==> src/strmq_pkg.sv <==
package strmq_pkg;

	localparam int MAX_ELEMENTS = 1024;
	localparam int VALUE_BITS   = 32;
	localparam int LEVELS       = 11;

	localparam int IDX_W     = $clog2(MAX_ELEMENTS);
	localparam int CNT_W     = IDX_W + 1;
	localparam int RUN_W     = CNT_W + 1;
	localparam int LVL_W     = $clog2(LEVELS + 1);
	localparam int TBL_DEPTH = LEVELS * MAX_ELEMENTS;
	localparam int TBL_AW    = $clog2(TBL_DEPTH);

	localparam logic CMD_LOAD  = 1'b0;
	localparam logic CMD_QUERY = 1'b1;

	typedef enum logic [2:0] {
		ST_IDLE,
		ST_B_CHK,
		ST_B_RD,
		ST_B_EL,
		ST_B_WR,
		ST_Q_RD,
		ST_Q_EL,
		ST_Q_CMP
	} state_t;

	typedef struct packed {
		logic load_we;
		logic build_init;
		logic build_wr;
		logic build_done;
		logic sel_build;
		logic q_capture;
		logic res_load;
	} ctrl_cmd_t;

	typedef struct packed {
		logic lvl_ok;
		logic last_i;
		logic out_free;
	} ctrl_sts_t;

endpackage

==> src/strmq_ctrl.sv <==
module strmq_ctrl (
	input  logic                 clk,
	input  logic                 arst_n,
	input  logic                 in_valid,
	output logic                 in_stall,
	input  logic                 cmd,
	input  logic                 is_last,
	input  strmq_pkg::ctrl_sts_t sts,
	output strmq_pkg::ctrl_cmd_t ctl
);

	strmq_pkg::state_t state_q, state_nxt;

	always_ff @(posedge clk or negedge arst_n) begin
		if (!arst_n) begin
			state_q <= strmq_pkg::ST_IDLE;
		end else begin
			state_q <= state_nxt;
		end
	end

	always_comb begin
		state_nxt = state_q;
		ctl       = '0;
		in_stall  = 1'b1;
		case (state_q)
			strmq_pkg::ST_IDLE: begin
				in_stall = 1'b0;
				if (in_valid) begin
					if (cmd == strmq_pkg::CMD_LOAD) begin
						ctl.load_we = 1'b1;
						if (is_last) begin
							ctl.build_init = 1'b1;
							state_nxt      = strmq_pkg::ST_B_CHK;
						end
					end else begin
						ctl.q_capture = 1'b1;
						state_nxt     = strmq_pkg::ST_Q_RD;
					end
				end
			end
			strmq_pkg::ST_B_CHK: begin
				ctl.sel_build = 1'b1;
				if (sts.lvl_ok) begin
					state_nxt = strmq_pkg::ST_B_RD;
				end else begin
					ctl.build_done = 1'b1;
					state_nxt      = strmq_pkg::ST_IDLE;
				end
			end
			strmq_pkg::ST_B_RD: begin
				ctl.sel_build = 1'b1;
				state_nxt     = strmq_pkg::ST_B_EL;
			end
			strmq_pkg::ST_B_EL: begin
				ctl.sel_build = 1'b1;
				state_nxt     = strmq_pkg::ST_B_WR;
			end
			strmq_pkg::ST_B_WR: begin
				ctl.sel_build = 1'b1;
				ctl.build_wr  = 1'b1;
				state_nxt     = sts.last_i ? strmq_pkg::ST_B_CHK : strmq_pkg::ST_B_RD;
			end
			strmq_pkg::ST_Q_RD: begin
				state_nxt = strmq_pkg::ST_Q_EL;
			end
			strmq_pkg::ST_Q_EL: begin
				state_nxt = strmq_pkg::ST_Q_CMP;
			end
			strmq_pkg::ST_Q_CMP: begin
				// memory outputs hold while the result register is still occupied
				if (sts.out_free) begin
					ctl.res_load = 1'b1;
					state_nxt    = strmq_pkg::ST_IDLE;
				end
			end
			default: begin
				state_nxt = strmq_pkg::ST_IDLE;
			end
		endcase
	end

endmodule

==> config.mk <==
export PLATFORM = sky130hd
export DESIGN_NAME = strmq_ctrl
export DESIGN_NICKNAME = d
export VERILOG_FILES = /design/src/strmq_pkg.sv /design/src/strmq_ctrl.sv
export SDC_FILE = /design/constraint.sdc
export NUM_CORES = 1
export LEC_CHECK = 0
export ABC_AREA = 0
export BUFFER_PORTS_ARGS = -buffer_cell sky130_fd_sc_hd__buf_2
export CELL_PAD_IN_SITES_DETAIL_PLACEMENT = 1
export CELL_PAD_IN_SITES_GLOBAL_PLACEMENT = 1
export CORE_AREA = 2 2 39 41
export DETAILED_ROUTE_END_ITERATION = 16
export DIE_AREA = 0 0 41 43
export PLACE_DENSITY_LB_ADDON = 0.1
export SLEW_MARGIN = 15
export SYNTH_ARGS = -nofsm -noshare
export SYNTH_HDL_FRONTEND = slang
export SYNTH_SLANG_ARGS = --single-unit
==> constraint.sdc <==
create_clock -name clk -period 1.5 [get_ports clk]
set_clock_uncertainty 0.2 [all_clocks]
set_input_delay 0.225 -clock clk [delete_from_list [all_inputs] [get_ports clk]]
set_output_delay 0.225 -clock clk [all_outputs]
set_load 0.02 [all_outputs]
Yosys cells after proc, flatten, opt, wreduce, memory -nomap -nowiden. Index checks and enable logic that the tools add are counted.

Equality and inequality tests: 10. Muxes and demuxes: 21. Reduce and logical (&&, ||, !) cells: 3.

Operators with widths (number): 3-bit case mux with 8 select lines (1); 3-bit == test (second input constant) (4); 3-bit 2-to-1 mux (4); 1-bit 2-to-1 mux (11); 2-bit 2-to-1 mux (5); 3-bit by 2-bit == test with 1-bit output (second input constant) (2); 2-bit inequality test (second input constant) (2); 4-bit OR reduction (1); 3-bit by 1-bit == test with 1-bit output (second input constant) (1); 3-bit logical NOT (1); 3-bit inequality test (second input constant) (1); 3-bit AND reduction (1).

Flip-flop bits (word level): 3. Output and inout port bits: 8. Word-level logic and storage cells: 35.

Depth between registers and ports, before layout.
Depth in word-level cells: 4. Depth in mapped cells: 4. Depth with buffers taken out: 3.

Worst setup path after synthesis. No wires, ideal clock.

Path type: reg2out. From: register state_q[0]. To: output ctl[5] (netlist name). Arrival: 1.601 ns. Data required time: 1.075 ns. Path slack: -0.526 ns. Stages on the path, launching flop included: 5. Path buffers: 1. Cells stage by stage: dfrtp_1 buf_6 or3_4 nor3b_2 and2_1.

RTL lines: start, declared (line strmq_ctrl.sv:12) `strmq_pkg::state_t state_q, state_nxt;`; start signal, assigned (line strmq_ctrl.sv:16) `state_q <= strmq_pkg::ST_IDLE;`; start signal, assigned (line strmq_ctrl.sv:18) `state_q <= state_nxt;`; end, declared (line strmq_ctrl.sv:9) `output strmq_pkg::ctrl_cmd_t ctl`.

==> results.txt <==
outcome - finished with violations
failing checks - negative setup slack
critical path depth - 4
Chip Width - 41 um
final net count - 63
period utilisation layout - 1.256
synthesized instance count - 29
Port Buffers - 15
Core Rows - 14
Synth Flop Type - dfrtp_1
clk_lat worst skew - 0.23 ns
post-detail-place hpwl - 560.9 um
register share of total power - 0.154
crit-path max cell delay - 0.40 ns
Syn Nets - 37
Die ar. - 1763 um^2
layout cell share with drive strength beyond 1 - 0.6852
Synth top area share - 0.3015
simple-gate share of the synthesized area - 0.3719
top cells by count, synth - nor2_1, dfrtp_1, a21oi_1
Placement Setup Slack - -0.1919 ns
cells along the critical path - or3_4 > nor3b_4 > and2_4 > buf_6
vias in the first global route - 313
leakage - 0.2276 nW
crit path kind - reg -> out
CP Launch Type - flop
clk slew on worst S/H paths - 0.04 ns
Hold Path Class - in -> reg
via count - 314
antenna cells - 0
YS warnings - 0
Area growth syn-to-layout - 103.5%
fmax - 0.5310 GHz
H-tree depth - 1
RSZ-0062 raised after global routing - yes
worst-path maximum fanout - 2
max-cap violations - 0
top cells by area, synth - dfrtp_1, nor2_1, nor3b_2
Post-synth EDFFs - 0
Rel. slew slack - 0.8571
count of final setup violators - 8
Final Slew Violations - 0
root buf cell - clkbuf_4
max FFs per register - 3
post-synthesis cell area - 249.0 um^2
GRT Util Overall - 0.1095
FFs w/ async S/R, synth - 1.000
most common cell in the synthesized netlist - nor2_1
routability cong. - 0.7329
post-route minimum period - 1.883 ns
Distinct cells, synth - 23
post-DR wirelength/cell - 12.49 um
Avg Inst Size Synth - 8.586 um^2
Max Root-Sink Buffers - 2
fillcell total - 174
CTS Sinks - 3
Finished Cell Area - 506.7 um^2
worst-margin pin slew - 0.2143 ns
post-synthesis compound-gate area fraction - 0.2312
cell area power density - 1933 nW/um^2
gr ovfl total - 0
Slowest cell on crit path - or3_4
Seq/Total Area, Yosys - 0.3015
Pint - 0.5603 mW
combinational family with the most area after synthesis - simple AND/OR/NAND/NOR gates
Layout Utilization - 0.3662
slack of the critical path - -0.3834 ns
Crit. End Element - primary output
post-synthesis mux area share - 0
Chip Height - 43 um
Hold Path Depth - 3
initial antenna violation count - 0
final hold violations - 0
cts bufs inserted - 3
I/O pins - 16
Switching Fraction - 0.4280
Adder-Cell Fraction of Synth Area - 0
vias per cell - 4.486
largest registers - state_q (3)
first-pass GRT wire length - 1283 um
initial core utilization - 0.1799
total wire length - 874 um
Iteration-0 DRC Markers - 0
Clk pwr share - 0.142
drt drc - 0
CTS tree - yes
DRT Pass-1 Iters - 1
largest net degree at the start of global routing - 11
xor/xnor share of the synthesized area - 0
R2R cell count - 5
most frequent cells in the layout - buf_2, buf_4, buf_6
leading area contributor after synthesis - dfrtp_1
synthesis-stage register bit count - 3
most common cell after layout, fill and taps aside - buf_2
Net Sw Power - 0.4193 mW
critical path's top delay family - simple AND/OR/NAND/NOR gates
VDD IR max - 0.5021 mV
area of the core - 1384 um^2
Critical Path AT - 1.46 ns
CP bufs+invs - 1
placed cell area - 361.6 um^2
Biggest register - state_q
Routed Antenna Nets - 0
critical path required time - 1.07 ns
Gate power share - 0.704
==> worst min-delay path: stages <==
cell and delay [ns]:
buf_2 0.12, nand3_1 0.09, a221oi_2 0.06
==> metrics by stage <==
step / setup TNS (ns) / instances / hold slack [ns] / power [mW]
3_3_place_gp: -0.2575 / 60 / -0.1806 / 0.6264
3_5_place_dp: -0.3064 / 60 / -0.1798 / 0.6301
6_report: -1.859 / 70 / 0.1130 / 0.9796
5_1_grt: -2.312 / 70 / 0.1184 / 1.060
4_1_cts: -2.030 / 66 / 0.1146 / 0.8633
2_1_floorplan: -0.7176 / 29 / -0.2706 / 0.4970
==> path summary, 6_finish.rpt <==
check / slack (ns) / from / endpoint
max: -0.38 / state_q[2] / ctl[5]
min: 0.11 / in_valid / state_q[2]
max reg2reg: 0.01 / state_q[1] / state_q[2]
min reg2reg: 0.45 / state_q[0] / state_q[2]
max in group asynchronous: 0.88 / arst_n / state_q[1]
min in group asynchronous: 0.12 / arst_n / state_q[2]
==> power groups by stage <==
stage | sequential [mW] | combinational (mW) | clock (mW)
2_1_floorplan | 0.136 | 0.361 | 0
6_report | 0.151 | 0.690 | 0.139
3_5_place_dp | 0.147 | 0.483 | 0
3_3_place_gp | 0.145 | 0.482 | 0
5_1_grt | 0.155 | 0.749 | 0.156
4_1_cts | 0.148 | 0.570 | 0.145
==> area by class of cell <==
class	count	area [um^2]	share of cell area
Clock buffer	4	26.28	0.05185
Inverter	1	3.754	0.007407
Multi-Input combinational cell	22	198.9	0.3926
Sequential cell	3	75.07	0.1481
Tap cell	16	20.02	0.03951
Timing Repair Buffer	24	182.7	0.3605
==> kinds of logic after synthesis <==
| group | after synthesis |
|---|---|
| compound gates | 8 |
| flops | 3 |
| simple gates | 14 |
| buf+inv | 4 |
==> per-layer routing <==
layer  track usage  vias up  part of all wire
met2        0.1531        8              0.54
met4       0.08000        0                 0
met1        0.1419      149              0.43
met5             0        -                 0
li1              -      157                 -
met3       0.02094        0             0.033
==> what timing repair did <==
| item | CTS | global route |
|---|---|---|
| setup buffers | 2 | 5 |
| endpoints found under the hold margin | 3 | 0 |
| pin swaps | 4 | 4 |
| cloned | 0 | 1 |
| resized for setup | 12 | 9 |
| setup endpoints to repair | 8 | 8 |
| hold buffers | 1 | 0 |
(Power assumes the default switching activity.)
